<file path="src/design/dabb_pkg.sv">
// dabb_pkg: shared widths, constants and control types of the depth adaptive box blur
// used by the channel interfaces, the controller, the datapath and the top level
package dabb_pkg;

   localparam int CHAN_W          = 8;
   localparam int PIXEL_W         = 3 * CHAN_W;
   localparam int DEPTH_W         = 20;
   localparam int WIDTH_REG_W     = 13;
   localparam int ROW_W           = 14;
   localparam int MIN_SIZE        = 5;
   localparam int MAX_HEIGHT      = 8192;
   localparam int DEPTH_SCALE_NUM = 18;
   localparam int DEPTH_SCALE_DEN = 25600;
   localparam int SCALED_W        = DEPTH_W + 5;
   localparam int CSR_INDEX_W     = 2;
   localparam int CSR_DATA_W      = 20;

   localparam logic [WIDTH_REG_W-1:0] WIDTH_RESET  = WIDTH_REG_W'(1920);
   localparam logic [ROW_W-1:0]       HEIGHT_RESET = ROW_W'(1080);
   localparam logic [DEPTH_W-1:0]     FOCUS_RESET  = DEPTH_W'(3072);

   typedef enum logic [CSR_INDEX_W-1:0] {
      CSR_IMAGE_WIDTH  = 2'd0,
      CSR_IMAGE_HEIGHT = 2'd1,
      CSR_FOCUS_DEPTH  = 2'd2
   } csr_index_type;

   typedef struct packed {
      logic ready;
      logic mul;
      logic check;
      logic rd_centre;
      logic centre;
      logic rad;
      logic win;
      logic div_start;
      logic out_try;
   } dabb_cmd_type;

   typedef struct packed {
      logic due;
      logic mod_done;
      logic pass;
      logic win_last;
      logic div_done;
      logic out_free;
   } dabb_status_type;

endpackage

</file>
<file path="src/design/dabb_ctrl.sv">
// dabb_ctrl: sequencer of the blur unit, one item at a time
// depends on dabb_pkg for the command and status types
module dabb_ctrl import dabb_pkg::*; (
   input  logic            clock,
   input  logic            reset,
   input  logic            req_valid,
   input  dabb_status_type status,
   output dabb_cmd_type    cmd
);

   typedef enum logic [3:0] {
      ST_IDLE,
      ST_MUL,
      ST_CHECK,
      ST_MOD,
      ST_CRD,
      ST_CTR,
      ST_RAD,
      ST_WIN,
      ST_FLUSH,
      ST_DGO,
      ST_DIV,
      ST_OUT
   } state_type;

   state_type    state_ff;
   state_type    state_in;
   dabb_cmd_type cmd_ff;
   dabb_cmd_type cmd_in;

   always_comb begin
      state_in = state_ff;
      case (state_ff)
         ST_IDLE:  if (req_valid && cmd_ff.ready) state_in = ST_MUL;
         ST_MUL:   state_in = ST_CHECK;
         ST_CHECK: state_in = status.due ? ST_MOD : ST_IDLE;
         ST_MOD:   if (status.mod_done) state_in = ST_CRD;
         ST_CRD:   state_in = ST_CTR;
         ST_CTR:   state_in = ST_RAD;
         ST_RAD:   state_in = status.pass ? ST_OUT : ST_WIN;
         ST_WIN:   if (status.win_last) state_in = ST_FLUSH;
         ST_FLUSH: state_in = ST_DGO;
         ST_DGO:   state_in = ST_DIV;
         ST_DIV:   if (status.div_done) state_in = ST_OUT;
         ST_OUT:   if (status.out_free) state_in = ST_IDLE;
         default:  state_in = ST_IDLE;
      endcase
   end

   always_comb begin
      cmd_in = '0;
      case (state_in)
         ST_IDLE:  cmd_in.ready     = 1'b1;
         ST_MUL:   cmd_in.mul       = 1'b1;
         ST_CHECK: cmd_in.check     = 1'b1;
         ST_CRD:   cmd_in.rd_centre = 1'b1;
         ST_CTR:   cmd_in.centre    = 1'b1;
         ST_RAD:   cmd_in.rad       = 1'b1;
         ST_WIN:   cmd_in.win       = 1'b1;
         ST_DGO:   cmd_in.div_start = 1'b1;
         ST_OUT:   cmd_in.out_try   = 1'b1;
         default:  cmd_in = '0;
      endcase
   end

   always_ff @(posedge clock) begin
      if (reset) begin
         state_ff <= ST_IDLE;
         cmd_ff   <= '{ready: 1'b1, default: 1'b0};
      end else begin
         state_ff <= state_in;
         cmd_ff   <= cmd_in;
      end
   end

   assign cmd = cmd_ff;

endmodule

</file>
<file path="config.mk">
export PLATFORM = sky130hd
export DESIGN_NAME = dabb_ctrl
export DESIGN_NICKNAME = d
export VERILOG_FILES = /design/src/design/dabb_pkg.sv /design/src/design/dabb_ctrl.sv
export SDC_FILE = /design/constraint.sdc
export NUM_CORES = 1
export LEC_CHECK = 0
export BUFFER_PORTS_ARGS = -buffer_cell sky130_fd_sc_hd__buf_2
export CELL_PAD_IN_SITES_DETAIL_PLACEMENT = 1
export CELL_PAD_IN_SITES_GLOBAL_PLACEMENT = 1
export CORE_MARGIN = 5
export CORE_UTILIZATION = 36
export DETAILED_ROUTE_END_ITERATION = 6
export PLACE_DENSITY = 0.72
export SLEW_MARGIN = 20
export SYNTH_ARGS = -nofsm -noshare
export SYNTH_HDL_FRONTEND = slang
export SYNTH_SLANG_ARGS = --single-unit
</file>
<file path="constraint.sdc">
create_clock -name clock -period 2.1 [get_ports clock]
set_input_delay 0.21 -clock clock [delete_from_list [all_inputs] [get_ports clock]]
set_output_delay 0.21 -clock clock [all_outputs]
set_load 0.01 [all_outputs]
</file>
==> report_table.html, run 1 <==
<table>
<tr><th>Metric</th><th>Value</th></tr>
<tr><th colspan="2">Power</th></tr>
<tr><td>Power share of the clock group</td><td>0.198</td></tr>
<tr><td>Total power consumption of the routed design</td><td>between 700 and 800 uW</td></tr>
<tr><td>Switching Share</td><td>0.355</td></tr>
<tr><td>Internal Pwr Total</td><td>480 uW</td></tr>
<tr><td>Switching power of the nets</td><td>264 uW</td></tr>
<tr><td>Static leakage</td><td>0.000312 uW</td></tr>
<tr><td>Share of power burned in registers</td><td>0.428</td></tr>
<tr><td>Part of the total power dissipated in combinational logic</td><td>0.374</td></tr>
<tr><td>Worst voltage drop across the vdd grid</td><td>0.412 mV</td></tr>
<tr><td>Pwr per Cell Area</td><td>1040 nW/um^2</td></tr>
<tr><th colspan="2">Route</th></tr>
<tr><td>Total Routed Length</td><td>1.26 mm</td></tr>
<tr><td>Vias per cell</td><td>between 5 and 6</td></tr>
<tr><td>Vias post-DR</td><td>~480</td></tr>
<tr><td>Wirelength per Cell</td><td>13.7 microns</td></tr>
<tr><td>Antenna Violating Nets Remaining</td><td>0</td></tr>
<tr><td># DRC</td><td>0</td></tr>
<tr><td>Total iterations of the first detailed-routing run</td><td>4</td></tr>
<tr><td>Drt initial violations</td><td>1</td></tr>
<tr><th colspan="2">Placed design</th></tr>
<tr><td>Worst slack at placement</td><td>0.257 ns</td></tr>
<tr><td>Final weighted congestion of routability-driven global placement</td><td>about 0.74</td></tr>
<tr><td>Cell area after placement</td><td>692 sq um</td></tr>
<tr><td>Number of input and output port buffers inserted</td><td>17</td></tr>
<tr><td>Post-DP HPWL</td><td>roughly 970 microns</td></tr>
<tr><th colspan="2">Synthesis</th></tr>
<tr><td>Synthesized-area fraction occupied by adder cells</td><td>0</td></tr>
<tr><td>Fraction of the yosys area taken by sequential cells</td><td>0.417</td></tr>
<tr><td>Xor-xnor portion of the synthesized cell area</td><td>0</td></tr>
<tr><td>Post-synthesis instance area</td><td>between 600 and 700 sq um</td></tr>
<tr><td>Number of warnings issued by yosys</td><td>0</td></tr>
<tr><td>Most common flop cell mapped by yosys</td><td>sky130_fd_sc_hd__dfxtp_1</td></tr>
<tr><td>Net count after synthesis</td><td>68</td></tr>
<tr><td>Area contributors post-synth</td><td>sky130_fd_sc_hd__dfxtp_1, sky130_fd_sc_hd__nor2b_1, sky130_fd_sc_hd__a32oi_4</td></tr>
<tr><td>Library cell occupying the most area in the post-synthesis netlist</td><td>sky130_fd_sc_hd__dfxtp_1</td></tr>
<tr><td>Number of distinct standard cells referenced by the synthesized netlist</td><td>30</td></tr>
<tr><td>Compound-cell area share of the yosys netlist</td><td>0.186</td></tr>
<tr><td>Post-Syn Area per Cell</td><td>10.6 sq um</td></tr>
<tr><td>Number of flip-flops and latches in the synthesized netlist</td><td>13</td></tr>
<tr><td>Top cell type's share of synthesized area</td><td>0.417</td></tr>
<tr><td>Number of flops mapped to enable cells by yosys</td><td>0</td></tr>
<tr><td>Async set or reset register ratio after synthesis</td><td>0</td></tr>
<tr><td>Post-synthesis simple-gate area fraction</td><td>0.305</td></tr>
<tr><td>Dominant cell by count in the synthesized netlist</td><td>sky130_fd_sc_hd__dfxtp_1</td></tr>
<tr><td>Portion of netlist area occupied by mux cells</td><td>0.0240</td></tr>
<tr><td>Largest family of logic cells by synthesized area</td><td>simple AND/OR/NAND/NOR gates</td></tr>
<tr><td>Top cells by count, synth</td><td>sky130_fd_sc_hd__dfxtp_1, sky130_fd_sc_hd__nand3_1, sky130_fd_sc_hd__nor2b_1, sky130_fd_sc_hd__nor2_1, sky130_fd_sc_hd__and3_1</td></tr>
<tr><td>Gate Count Post-Synth</td><td>59</td></tr>
<tr><th colspan="2">Cells and area</th></tr>
<tr><td>Count of fill cells added during filler insertion</td><td>201</td></tr>
<tr><td>Ratio of cells with drive above 1 in the final layout</td><td>0.360</td></tr>
<tr><td>Flip-flop and latch area</td><td>260 sq um</td></tr>
<tr><td>Net count of the finished layout</td><td>85</td></tr>
<tr><td>Share of the core filled with cells</td><td>0.425</td></tr>
<tr><td>Post-synthesis to final-layout area growth</td><td>15.0%</td></tr>
<tr><td>Number of antenna repair diodes</td><td>0</td></tr>
<tr><td>Area of combinational cells with multiple inputs</td><td>322 sq um</td></tr>
<tr><td>Cell area after layout</td><td>718 sq um</td></tr>
<tr><th colspan="2">STA</th></tr>
<tr><td>Post-Route Skew</td><td>0.00343 ns</td></tr>
<tr><td>Min setup slack post-route</td><td>around 0.24 ns</td></tr>
<tr><td>Final worst-path cycle share</td><td>0.886</td></tr>
<tr><td>Worst Tran Pin Value</td><td>between 0.4 and 0.5 ns</td></tr>
<tr><td>Final TNS setup</td><td>0 ns</td></tr>
<tr><td>Count of final setup violators</td><td>0</td></tr>
<tr><td>Max transition margin</td><td>0.733</td></tr>
<tr><td>Final Critical Period</td><td>about 1.9 ns</td></tr>
<tr><td>Fmax</td><td>538 MHz</td></tr>
<tr><td>Setup repair after global routing missed its margin</td><td>no</td></tr>
<tr><td>Final Max Tran Viols</td><td>0</td></tr>
<tr><td>Final Hold Fails</td><td>0</td></tr>
<tr><th colspan="2">Worst setup path</th></tr>
<tr><td>Critical-path top delay cell</td><td>sky130_fd_sc_hd__dfxtp_1</td></tr>
<tr><td>Critical Path AT</td><td>2.05 ns</td></tr>
<tr><td>Highest net fanout along the worst path</td><td>11</td></tr>
<tr><td>CP Class</td><td>reg2reg</td></tr>
<tr><td>Buffer and inverter count on the worst path</td><td>0</td></tr>
<tr><td>Required time reported for the critical path endpoint</td><td>2.29 ns</td></tr>
<tr><td>Peak per-stage delay on the critical path</td><td>~0.54 ns</td></tr>
<tr><td>Kind of launch point of the worst setup path</td><td>flip-flop</td></tr>
<tr><td>Category of cells accounting for the largest share of critical-path delay</td><td>compound AO/OA/AOI/OAI gates</td></tr>
<tr><td>Critical path, cell by cell</td><td>and2b_1, o311ai_2, o311a_1, nor4b_4</td></tr>
<tr><td>Endpoint class of the critical path</td><td>flip-flop</td></tr>
<tr><th colspan="2">Floorplanning</th></tr>
<tr><td>Number of top-level pins</td><td>18</td></tr>
<tr><td>Core area</td><td>1690 sq um</td></tr>
<tr><td>Horizontal die dimension</td><td>between 50 and 60 microns</td></tr>
<tr><td>Die outline area</td><td>2670 sq um</td></tr>
<tr><td>Site Rows</td><td>15</td></tr>
<tr><td>Die Height</td><td>between 50 and 60 microns</td></tr>
<tr><td>Effective utilization at floorplan</td><td>0.370</td></tr>
<tr><th colspan="2">Job</th></tr>
<tr><td>Number of violations of the max-capacitance limit</td><td>0</td></tr>
<tr><th colspan="2">Clock network</th></tr>
<tr><td>H-Tree Level Count</td><td>1</td></tr>
<tr><td>Cells resized by post-CTS repair</td><td>0</td></tr>
<tr><td>Insertion delay of the later-clocked pin in the worst-skew pair</td><td>0.27 ns</td></tr>
<tr><td>Buffers from clock root to sink, at most</td><td>2</td></tr>
<tr><td>Count of clock tree sinks</td><td>13</td></tr>
<tr><td>Setup bufs post-CTS</td><td>0</td></tr>
<tr><td>Clk root buf</td><td>sky130_fd_sc_hd__clkbuf_4</td></tr>
<tr><td>Count of hold buffers inserted by post-cts repair</td><td>0</td></tr>
<tr><td>CTS clock-pin slew for the worst setup and hold paths</td><td>0.07 ns</td></tr>
<tr><td>CTS tree</td><td>built</td></tr>
<tr><td>Number of CTS-inserted buffers</td><td>3</td></tr>
<tr><th colspan="2">Worst hold path</th></tr>
<tr><td>Tightest Hold Check Type</td><td>in2reg</td></tr>
<tr><th colspan="2">Global routing</th></tr>
<tr><td>Number of antenna violations at the first check in global routing</td><td>0</td></tr>
<tr><td>Vias in the first global route</td><td>482</td></tr>
<tr><td>Largest net degree at the start of global routing</td><td>12</td></tr>
<tr><td>Total grt overflow</td><td>0</td></tr>
<tr><td>Global routing usage summed across all routing layers</td><td>0.116</td></tr>
<tr><td>First-pass GRT wire length</td><td>2.22 mm</td></tr>
<tr><th colspan="2">Status</th></tr>
<tr><td>Run status</td><td>finished, final reports clean</td></tr>
</table>
==> power groups by stage <==
stage | combinational [uW] | sequential (uW) | clock, uW
after global placement | 274 | 322 | 0
after global routing | 311 | 328 | 169
after floorplan | 262 | 318 | 0
after detailed placement | 280 | 324 | 0
after CTS | 281 | 318 | 156
final | 278 | 319 | 147
==> worst reg2reg max path: cells and delay by family (launching register included) <==
kind / cells / cell delay [ns]
AOI/OAI and AO/OA: 2 / 0.76
DFF: 1 / 0.54
and+or+nand+nor: 2 / 0.49
==> state kept, by name (all words and copies together), names as in the netlist <==
name,flops
cmd,9
state_ff,4
==> path summary, 6_finish.rpt <==
check	to	startpoint	depth (start not counted)	slack, ns
hold reg to reg	state_ff[3]	state_ff[1]	3	0.73
setup reg to reg	cmd[6]	state_ff[0]	4	0.24
hold / removal	state_ff[0]	reset	2	0.24
setup / recovery	cmd[6]	state_ff[0]	4	0.24
==> routing by layer <==
layer,global-route usage,up-vias,wire (microns)
li1,-,244,-
met1,0.148,221,551
met2,0.161,13,594
met3,0.0544,4,86
met4,0.0611,0,27
met5,0,-,0
==> metrics by stage <==
step	cells	hold WS [ns]
final	92	0.238
after global routing	92	0.249
after CTS	92	0.233
after detailed placement	88	0.526
after global placement	88	0.520
after floorplan	59	0.478
==> area by class of cell <==
type,count,share of cell area
timing repair buffer,17,0.118
multi-input combinational,40,0.448
clock buffer,4,0.0366
inverter,1,0.00523
sequential,13,0.362
tap,17,0.0296
==> cell usage in the layout (no fill, tap or decap) <==
cell and instances:
sky130_fd_sc_hd__nor4b_4 1, sky130_fd_sc_hd__o211ai_1 1, sky130_fd_sc_hd__nor4_2 1, sky130_fd_sc_hd__a32oi_4 1, sky130_fd_sc_hd__o22a_1 1, sky130_fd_sc_hd__inv_1 1, sky130_fd_sc_hd__nor2b_1 5, sky130_fd_sc_hd__a31o_1 1
sky130_fd_sc_hd__o311a_1 1, sky130_fd_sc_hd__and2b_1 2, sky130_fd_sc_hd__nor3b_1 1, sky130_fd_sc_hd__nor2_1 4, sky130_fd_sc_hd__dfxtp_1 13, sky130_fd_sc_hd__nor4_1 2, sky130_fd_sc_hd__clkbuf_1 1, sky130_fd_sc_hd__clkbuf_4 3
sky130_fd_sc_hd__nand3_1 5, sky130_fd_sc_hd__buf_2 17, sky130_fd_sc_hd__o311ai_2 1, sky130_fd_sc_hd__a21oi_1 1, sky130_fd_sc_hd__o21ai_0 1, sky130_fd_sc_hd__a21o_1 1, sky130_fd_sc_hd__a21bo_1 1, sky130_fd_sc_hd__a221o_1 1
sky130_fd_sc_hd__nor3b_2 1, sky130_fd_sc_hd__and3_1 3, sky130_fd_sc_hd__mux2_4 1, sky130_fd_sc_hd__nand2_1 2, sky130_fd_sc_hd__and2_4 1
==> cells by family after synthesis <==
family | after synthesis
buf+inv | 6
compound gates | 11
simple gates | 28
mux | 1
flops | 13
Note: power is estimated with default switching activity, not from simulation.
==> inputs of run 2 (changes only) <==
--- a/config.mk
+++ b/config.mk
@@ -8,7 +8,7 @@
 export BUFFER_PORTS_ARGS = -buffer_cell sky130_fd_sc_hd__buf_2
 export CELL_PAD_IN_SITES_DETAIL_PLACEMENT = 1
 export CELL_PAD_IN_SITES_GLOBAL_PLACEMENT = 1
-export CORE_MARGIN = 5
+export CORE_MARGIN = 2
 export CORE_UTILIZATION = 36
 export DETAILED_ROUTE_END_ITERATION = 6
 export PLACE_DENSITY = 0.72
==> run 2 against run 1 <==
Clock power decreased by 3%. Core utilization up 0.48 points. Critical path depth unchanged. Largest power group unchanged. Highest routed layer unchanged.
==> report_table.html, run 2 (synthesis results as in run 1) <==
<table>
<tr><th>Metric</th><th>Value</th></tr>
<tr><th colspan="2">Status</th></tr>
<tr><td>Run status</td><td>finished, final reports clean (unchanged)</td></tr>
<tr><th colspan="2">Placed design</th></tr>
<tr><td>Number of input and output port buffers inserted</td><td>17 (unchanged)</td></tr>
<tr><td>Worst slack at placement</td><td>0.310 ns (was 0.257 ns)</td></tr>
<tr><td>Post-DP HPWL</td><td>886 microns (was 971 microns)</td></tr>
<tr><td>Final weighted congestion of routability-driven global placement</td><td>0.681 (was 0.736)</td></tr>
<tr><td>Cell count after placement</td><td>88 (unchanged)</td></tr>
<tr><th colspan="2">Route</th></tr>
<tr><td># DRC</td><td>0 (unchanged)</td></tr>
<tr><td>Vias post-DR</td><td>478 (was 482)</td></tr>
<tr><td>Antenna Violating Nets Remaining</td><td>0 (unchanged)</td></tr>
<tr><td>Drt initial violations</td><td>4 (was 1)</td></tr>
<tr><td>Total iterations of the first detailed-routing run</td><td>3 (was 4)</td></tr>
<tr><td>Total Routed Length</td><td>1.15 mm (was 1.26 mm)</td></tr>
<tr><td>Vias per cell</td><td>5.20 (was 5.24)</td></tr>
<tr><td>Wirelength per Cell</td><td>12.5 microns (was 13.7 microns)</td></tr>
<tr><th colspan="2">Worst setup path</th></tr>
<tr><td>Critical Path AT</td><td>2.04 ns (was 2.05 ns)</td></tr>
<tr><td>Critical-path top delay cell</td><td>sky130_fd_sc_hd__dfxtp_1 (unchanged)</td></tr>
<tr><td>Category of cells accounting for the largest share of critical-path delay</td><td>compound AO/OA/AOI/OAI gates (unchanged)</td></tr>
<tr><td>CP Class</td><td>reg2reg (unchanged)</td></tr>
<tr><td>Required time reported for the critical path endpoint</td><td>2.29 ns (about the same)</td></tr>
<tr><td>Highest net fanout along the worst path</td><td>11 (unchanged)</td></tr>
<tr><td>Endpoint class of the critical path</td><td>flip-flop (unchanged)</td></tr>
<tr><td>Peak per-stage delay on the critical path</td><td>0.53 ns (was 0.54 ns)</td></tr>
<tr><td>Buffer and inverter count on the worst path</td><td>0 (unchanged)</td></tr>
<tr><td>Kind of launch point of the worst setup path</td><td>flip-flop (unchanged)</td></tr>
<tr><td>Critical path, cell by cell</td><td>and2b_1, o311ai_2, o311a_1, nor4b_4 (unchanged)</td></tr>
<tr><th colspan="2">Floorplanning</th></tr>
<tr><td>Horizontal die dimension</td><td>45.6 microns (was 51.6 microns)</td></tr>
<tr><td>Effective utilization at floorplan</td><td>0.374 (was 0.370)</td></tr>
<tr><td>Number of top-level pins</td><td>18 (unchanged)</td></tr>
<tr><td>Die Height</td><td>45.6 microns (was 51.6 microns)</td></tr>
<tr><td>Core area</td><td>1670 sq um (was 1690 sq um)</td></tr>
<tr><td>Die outline area</td><td>2080 sq um (was 2670 sq um)</td></tr>
<tr><td>Site Rows</td><td>15 (unchanged)</td></tr>
<tr><th colspan="2">STA</th></tr>
<tr><td>Min setup slack post-route</td><td>0.245 ns (was 0.240 ns)</td></tr>
<tr><td>Final worst-path cycle share</td><td>0.883 (was 0.886)</td></tr>
<tr><td>Post-Route Skew</td><td>0.00251 ns (was 0.00343 ns)</td></tr>
<tr><td>Worst Tran Pin Value</td><td>0.392 ns (was 0.400 ns)</td></tr>
<tr><td>Final Max Tran Viols</td><td>0 (unchanged)</td></tr>
<tr><td>Max transition margin</td><td>0.738 (was 0.733)</td></tr>
<tr><td>Worst slack on hold paths</td><td>0.243 ns (was 0.238 ns)</td></tr>
<tr><td>Fmax</td><td>539 MHz (was 538 MHz)</td></tr>
<tr><td>Setup repair after global routing missed its margin</td><td>no (unchanged)</td></tr>
<tr><td>Final TNS setup</td><td>0 ns (unchanged)</td></tr>
<tr><td>Final Hold Fails</td><td>0 (unchanged)</td></tr>
<tr><td>Count of final setup violators</td><td>0 (unchanged)</td></tr>
<tr><td>Final Critical Period</td><td>1.85 ns (was 1.86 ns)</td></tr>
<tr><th colspan="2">Global routing</th></tr>
<tr><td>First-pass GRT wire length</td><td>2.02 mm (was 2.22 mm)</td></tr>
<tr><td>Largest net degree at the start of global routing</td><td>12 (unchanged)</td></tr>
<tr><td>Number of antenna violations at the first check in global routing</td><td>0 (unchanged)</td></tr>
<tr><td>Global routing usage summed across all routing layers</td><td>0.137 (was 0.116)</td></tr>
<tr><td>Total grt overflow</td><td>0 (unchanged)</td></tr>
<tr><td>Vias in the first global route</td><td>452 (was 482)</td></tr>
<tr><th colspan="2">Clock network</th></tr>
<tr><td>Insertion delay of the later-clocked pin in the worst-skew pair</td><td>0.27 ns (about the same)</td></tr>
<tr><td>Number of CTS-inserted buffers</td><td>3 (unchanged)</td></tr>
<tr><td>Clk root buf</td><td>sky130_fd_sc_hd__clkbuf_4 (unchanged)</td></tr>
<tr><td>H-Tree Level Count</td><td>1 (unchanged)</td></tr>
<tr><td>CTS tree</td><td>built (unchanged)</td></tr>
<tr><td>Setup bufs post-CTS</td><td>0 (unchanged)</td></tr>
<tr><td>Buffers from clock root to sink, at most</td><td>2 (unchanged)</td></tr>
<tr><td>Count of clock tree sinks</td><td>13 (unchanged)</td></tr>
<tr><td>Cells resized by post-CTS repair</td><td>0 (unchanged)</td></tr>
<tr><td>Count of hold buffers inserted by post-cts repair</td><td>0 (unchanged)</td></tr>
<tr><td>CTS clock-pin slew for the worst setup and hold paths</td><td>0.07 ns (about the same)</td></tr>
<tr><th colspan="2">Cells and area</th></tr>
<tr><td>Net count of the finished layout</td><td>85 (unchanged)</td></tr>
<tr><td>Post-synthesis to final-layout area growth</td><td>15.0% (unchanged)</td></tr>
<tr><td>Most common library cell in the layout ignoring fill and taps</td><td>sky130_fd_sc_hd__buf_2 (unchanged)</td></tr>
<tr><td>Final non-filler cell total</td><td>92 (unchanged)</td></tr>
<tr><td>Ratio of cells with drive above 1 in the final layout</td><td>0.360 (unchanged)</td></tr>
<tr><td>Most frequent cells in the layout</td><td>sky130_fd_sc_hd__buf_2, sky130_fd_sc_hd__dfxtp_1, sky130_fd_sc_hd__nor2b_1, sky130_fd_sc_hd__nand3_1, sky130_fd_sc_hd__nor2_1 (unchanged)</td></tr>
<tr><td>Number of antenna repair diodes</td><td>0 (unchanged)</td></tr>
<tr><td>Flip-flop count of the largest register after layout</td><td>9 (unchanged)</td></tr>
<tr><th colspan="2">Job</th></tr>
<tr><td>Number of violations of the max-capacitance limit</td><td>0 (unchanged)</td></tr>
<tr><th colspan="2">Worst hold path</th></tr>
<tr><td>Tightest Hold Check Type</td><td>in2reg (unchanged)</td></tr>
<tr><th colspan="2">Power</th></tr>
<tr><td>Static leakage</td><td>0.000312 uW (unchanged)</td></tr>
<tr><td>Total power consumption of the routed design</td><td>734 uW (was 744 uW)</td></tr>
<tr><td>Worst voltage drop across the vdd grid</td><td>0.404 mV (was 0.412 mV)</td></tr>
<tr><td>Pwr per Cell Area</td><td>1020 nW/um^2 (was 1040 nW/um^2)</td></tr>
</table>
## run 2: stage by stage
step            util  instance area (sq um)
2_1_floorplan      -                    624
3_3_place_gp   0.414                    692
3_5_place_dp   0.414                    692
4_1_cts        0.430                    718
5_1_grt        0.430                    718
6_report       0.430                    718
## run 2: routing by layer
metal / wire (microns) / GRT usage / up-vias
li1: - / - / 248
met1: 548 / 0.183 / 217
met2: 535 / 0.200 / 11
met3: 55 / 0.0476 / 2
met4: 10 / 0.0529 / 0
met5: 0 / 0 / -
## run 2: path summary, 6_finish.rpt
path | startpoint | end | slack [ns] | cells after the start
setup / recovery | state_ff[0] | cmd[6] | 0.25 | 4
hold / removal | reset | state_ff[1] | 0.24 | 2
setup reg to reg | state_ff[0] | cmd[6] | 0.25 | 4
hold reg to reg | state_ff[1] | state_ff[3] | 0.74 | 3
## run 2: cell type report
cell class              count  area, sq um
clock buffers               4         26.3
fillers                   199          952
inverters                   1         3.75
multi-input cells          40          322
flip-flops and latches     13          260
well taps                  17         21.3
repair buffers             17         85.1
## run 2: worst reg2reg max path, delay by kind of cell, from the launching register on
family,cells,cell delay (ns)
DFF,1,0.53
AOI/OAI and AO/OA,2,0.76
and+or+nand+nor,2,0.49
## run 2: power by group
group / switching (uW) / leakage, uW / internal (uW)
clock: 69.3 / 0.0000150 / 73.5
sequential: 36.2 / 0.000106 / 282
combinational: 149 / 0.000191 / 124
==> inputs of run 3 (changes only) <==
--- a/config.mk
+++ b/config.mk
@@ -8,7 +8,6 @@
 export BUFFER_PORTS_ARGS = -buffer_cell sky130_fd_sc_hd__buf_2
 export CELL_PAD_IN_SITES_DETAIL_PLACEMENT = 1
 export CELL_PAD_IN_SITES_GLOBAL_PLACEMENT = 1
-export CORE_MARGIN = 2
 export CORE_UTILIZATION = 36
 export DETAILED_ROUTE_END_ITERATION = 6
 export PLACE_DENSITY = 0.72
==> constraint.sdc (replaced) <==
create_clock -name clock -period 2.1 [get_ports clock]
set_input_delay 0.21 -clock clock [delete_from_list [all_inputs] [get_ports clock]]
set_output_delay 0.21 -clock clock [all_outputs]
set_load 0.05 [all_outputs]
==> run 3 against run 2 <==
The flow now finishes with violations (design-rule violations). Register-to-register slack improved by 0.05 ns. Total power rose by 11%. Sequential power barely moved. Cell count fell by 1.1%. Via count rose by 3.3%. Combinational power rose by 27%. Sequential share of layout area rose by 0.063 points. Fmax rose by 2.8%. Hold slack got worse by 0.0046 ns. Critical path type unchanged. Setup slack improved by 0.051 ns. Critical endpoint unchanged. Clock skew fell by 0.0022 ns.
==> report_table.html, run 3 (synthesis results as in run 1) <==
<table>
<tr><th>Metric</th><th>Value</th></tr>
<tr><th colspan="2">Status</th></tr>
<tr><td>Run status</td><td>complete, but fails checks (was finished, final reports clean)</td></tr>
<tr><td>Failing checks</td><td>design-rule violations</td></tr>
<tr><th colspan="2">Worst setup path</th></tr>
<tr><td>Peak per-stage delay on the critical path</td><td>0.53 ns (about the same)</td></tr>
<tr><td>CP Class</td><td>reg2reg (unchanged)</td></tr>
<tr><td>Critical-path top delay cell</td><td>sky130_fd_sc_hd__dfxtp_1 (unchanged)</td></tr>
<tr><td>Kind of launch point of the worst setup path</td><td>flip-flop (unchanged)</td></tr>
<tr><td>Required time reported for the critical path endpoint</td><td>2.30 ns (was 2.29 ns)</td></tr>
<tr><td>Worst-case register-to-register setup slack</td><td>0.30 ns (was 0.25 ns)</td></tr>
<tr><td>Critical Path Start</td><td>state_ff[0] (unchanged)</td></tr>
<tr><td>Highest net fanout along the worst path</td><td>11 (unchanged)</td></tr>
<tr><td>Destination of the worst register-to-register timing path</td><td>cmd[6] (unchanged)</td></tr>
<tr><td>Critical Path AT</td><td>2.00 ns (was 2.04 ns)</td></tr>
<tr><td>Critical path, cell by cell</td><td>and2b_1, o311ai_2, o311a_1, nor4b_4 (unchanged)</td></tr>
<tr><td>Endpoint class of the critical path</td><td>flip-flop (unchanged)</td></tr>
<tr><td>Worst reg2reg path depth</td><td>4 (unchanged)</td></tr>
<tr><td>Launching point of the worst reg2reg path</td><td>state_ff[0] (unchanged)</td></tr>
<tr><th colspan="2">STA</th></tr>
<tr><td>Final Critical Period</td><td>1.80 ns (was 1.85 ns)</td></tr>
<tr><td>Final worst-path cycle share</td><td>0.859 (was 0.883)</td></tr>
<tr><td>Final TNS setup</td><td>0 ns (unchanged)</td></tr>
<tr><td>Max transition margin</td><td>0.731 (was 0.738)</td></tr>
<tr><td>Post-Route Skew</td><td>0.000358 ns (was 0.00251 ns)</td></tr>
<tr><td>Final Max Tran Viols</td><td>0 (unchanged)</td></tr>
<tr><td>Setup repair after global routing missed its margin</td><td>no (unchanged)</td></tr>
<tr><td>Fmax</td><td>554 MHz (was 539 MHz)</td></tr>
<tr><td>Final Hold Fails</td><td>0 (unchanged)</td></tr>
<tr><td>Count of final setup violators</td><td>0 (unchanged)</td></tr>
<tr><td>Worst Tran Pin Value</td><td>0.403 ns (was 0.392 ns)</td></tr>
<tr><th colspan="2">Placed design</th></tr>
<tr><td>Final weighted congestion of routability-driven global placement</td><td>0.814 (was 0.681)</td></tr>
<tr><td>Post-DP HPWL</td><td>943 microns (was 886 microns)</td></tr>
<tr><td>Number of input and output port buffers inserted</td><td>17 (unchanged)</td></tr>
<tr><td>Cell area after placement</td><td>691 sq um (was 692 sq um)</td></tr>
<tr><th colspan="2">Cells and area</th></tr>
<tr><td>Flip-flop count of the largest register after layout</td><td>9 (unchanged)</td></tr>
<tr><td>Share of the core filled with cells</td><td>0.460 (was 0.430)</td></tr>
<tr><td>Most frequent cells in the layout</td><td>sky130_fd_sc_hd__buf_2, sky130_fd_sc_hd__dfxtp_1, sky130_fd_sc_hd__nor2b_1, sky130_fd_sc_hd__nand3_1, sky130_fd_sc_hd__nor2_1 (unchanged)</td></tr>
<tr><td>Ratio of cells with drive above 1 in the final layout</td><td>0.360 (unchanged)</td></tr>
<tr><td>Cell area after layout</td><td>717 sq um (was 718 sq um)</td></tr>
<tr><td>Net count of the finished layout</td><td>85 (unchanged)</td></tr>
<tr><td>Number of antenna repair diodes</td><td>0 (unchanged)</td></tr>
<tr><td>Count of fill cells added during filler insertion</td><td>182 (was 199)</td></tr>
<tr><td>Most common library cell in the layout ignoring fill and taps</td><td>sky130_fd_sc_hd__buf_2 (unchanged)</td></tr>
<tr><td>Flip-flop and latch area</td><td>260 sq um (unchanged)</td></tr>
<tr><td>Area of combinational cells with multiple inputs</td><td>322 sq um (unchanged)</td></tr>
<tr><td>Post-synthesis to final-layout area growth</td><td>14.8% (was 15.0%)</td></tr>
<tr><th colspan="2">Clock network</th></tr>
<tr><td>CTS tree</td><td>built (unchanged)</td></tr>
<tr><td>Number of CTS-inserted buffers</td><td>3 (unchanged)</td></tr>
<tr><td>H-Tree Level Count</td><td>1 (unchanged)</td></tr>
<tr><td>Count of clock tree sinks</td><td>13 (unchanged)</td></tr>
<tr><td>Count of hold buffers inserted by post-cts repair</td><td>0 (unchanged)</td></tr>
<tr><td>Buffers from clock root to sink, at most</td><td>2 (unchanged)</td></tr>
<tr><td>Setup bufs post-CTS</td><td>0 (unchanged)</td></tr>
<tr><td>Clk root buf</td><td>sky130_fd_sc_hd__clkbuf_4 (unchanged)</td></tr>
<tr><td>Insertion delay of the later-clocked pin in the worst-skew pair</td><td>0.27 ns (about the same)</td></tr>
<tr><td>CTS clock-pin slew for the worst setup and hold paths</td><td>0.07 ns (about the same)</td></tr>
<tr><td>Cells resized by post-CTS repair</td><td>0 (unchanged)</td></tr>
<tr><th colspan="2">Power</th></tr>
<tr><td>Switching Share</td><td>0.411 (was 0.346)</td></tr>
<tr><td>Part of the total power dissipated in combinational logic</td><td>0.424 (was 0.371)</td></tr>
<tr><td>Switching power of the nets</td><td>336 uW (was 254 uW)</td></tr>
<tr><td>Power share of the clock group</td><td>0.187 (was 0.195)</td></tr>
<tr><td>Total power consumption of the routed design</td><td>815 uW (was 734 uW)</td></tr>
<tr><td>Static leakage</td><td>0.000312 uW (unchanged)</td></tr>
<tr><td>Worst voltage drop across the vdd grid</td><td>0.533 mV (was 0.404 mV)</td></tr>
<tr><td>Pwr per Cell Area</td><td>1140 nW/um^2 (was 1020 nW/um^2)</td></tr>
<tr><td>Internal Pwr Total</td><td>480 uW (about the same)</td></tr>
<tr><td>Share of power burned in registers</td><td>0.389 (was 0.434)</td></tr>
<tr><th colspan="2">Route</th></tr>
<tr><td>Met3 routed wirelength</td><td>62 microns (was 55 microns)</td></tr>
<tr><td>Total Routed Length</td><td>1.22 mm (was 1.15 mm)</td></tr>
<tr><td>Vias post-DR</td><td>494 (was 478)</td></tr>
<tr><td>Total iterations of the first detailed-routing run</td><td>6 (was 3)</td></tr>
<tr><td>Drt initial violations</td><td>1 (was 4)</td></tr>
<tr><td>Wl on met1</td><td>567 microns (was 548 microns)</td></tr>
<tr><td>Top Metal Used</td><td>met4 (unchanged)</td></tr>
<tr><td>Metal2 WL</td><td>575 microns (was 535 microns)</td></tr>
<tr><td>Antenna Violating Nets Remaining</td><td>0 (unchanged)</td></tr>
<tr><td>Wirelength per Cell</td><td>13.4 microns (was 12.5 microns)</td></tr>
<tr><td>Vias per cell</td><td>5.43 (was 5.20)</td></tr>
<tr><td># DRC</td><td>1 (was 0)</td></tr>
<tr><th colspan="2">Global routing</th></tr>
<tr><td>Number of antenna violations at the first check in global routing</td><td>0 (unchanged)</td></tr>
<tr><td>Largest net degree at the start of global routing</td><td>12 (unchanged)</td></tr>
<tr><td>Total grt overflow</td><td>0 (unchanged)</td></tr>
<tr><td>Vias in the first global route</td><td>474 (was 452)</td></tr>
<tr><td>First-pass GRT wire length</td><td>2.19 mm (was 2.02 mm)</td></tr>
<tr><td>Global routing usage summed across all routing layers</td><td>0.165 (was 0.137)</td></tr>
<tr><th colspan="2">Worst hold path</th></tr>
<tr><td>Worst Hold Depth</td><td>2 (unchanged)</td></tr>
<tr><td>Tightest Hold Check Type</td><td>in2reg (unchanged)</td></tr>
<tr><td>Endpoint, Worst Hold</td><td>state_ff[1] (unchanged)</td></tr>
<tr><td>Hold wc startpoint</td><td>reset (unchanged)</td></tr>
<tr><th colspan="2">Job</th></tr>
<tr><td>Number of violations of the max-capacitance limit</td><td>0 (unchanged)</td></tr>
<tr><th colspan="2">Floorplanning</th></tr>
<tr><td>Die Height</td><td>43.6 microns (was 45.6 microns)</td></tr>
<tr><td>Horizontal die dimension</td><td>43.6 microns (was 45.6 microns)</td></tr>
<tr><td>Effective utilization at floorplan</td><td>0.400 (was 0.374)</td></tr>
<tr><td>Die outline area</td><td>1900 sq um (was 2080 sq um)</td></tr>
<tr><td>Core area</td><td>1560 sq um (was 1670 sq um)</td></tr>
<tr><td>Site Rows</td><td>14 (was 15)</td></tr>
<tr><td>Number of top-level pins</td><td>18 (unchanged)</td></tr>
</table>
[run 3: cell counts in the layout (fill, tap and decap cells not counted)]
No cell type changed its count.
[run 3: power by group through the flow]
stage               clock [uW]  combinational, uW  sequential [uW]
floorplan                    0                262              385
global route               173                370              325
finish                     152                346              317
CTS                        157                346              318
detailed placement           0                345              324
global placement             0                340              322
[run 3: critical path: cells and delay by family, from the launching register on]
kind               cells  cell delay (ns)
and+or+nand+nor        2             0.48
AOI/OAI and AO/OA      2             0.72
DFF                    1             0.53
[run 3: cell type report]
cell class,count,area share
multi-input combinational,40,0.449
sequential,13,0.363
timing repair buffer,17,0.119
clock buffer,4,0.0366
tap,16,0.0279
inverter,1,0.00524
[run 3: per-layer routing]
metal,global-route usage,up-vias
met1,0.212,236
met4,0.0938,0
met5,0,-
li1,-,245
met3,0.0750,2
met2,0.227,11
[run 3: worst max path at each step]
stage / to / slack, ns / depth (start not counted)
finish: cmd[6] / 0.30 / 4
global route: cmd[6] / 0.13 / 4
CTS: cmd[6] / 0.29 / 4
detailed placement: cmd[6] / 0.31 / 4
global placement: cmd[6] / 0.37 / 4
floorplan: cmd[6] / 0.60 / 6
[run 3: per-stage QoR]
stage | instances | setup slack, ns | hold slack [ns]
after floorplan | 59 | 0.603 | 0.478
after global placement | 87 | 0.367 | 0.521
after detailed placement | 87 | 0.306 | 0.525
after CTS | 91 | 0.288 | 0.230
after global routing | 91 | 0.134 | 0.221
final | 91 | 0.296 | 0.238
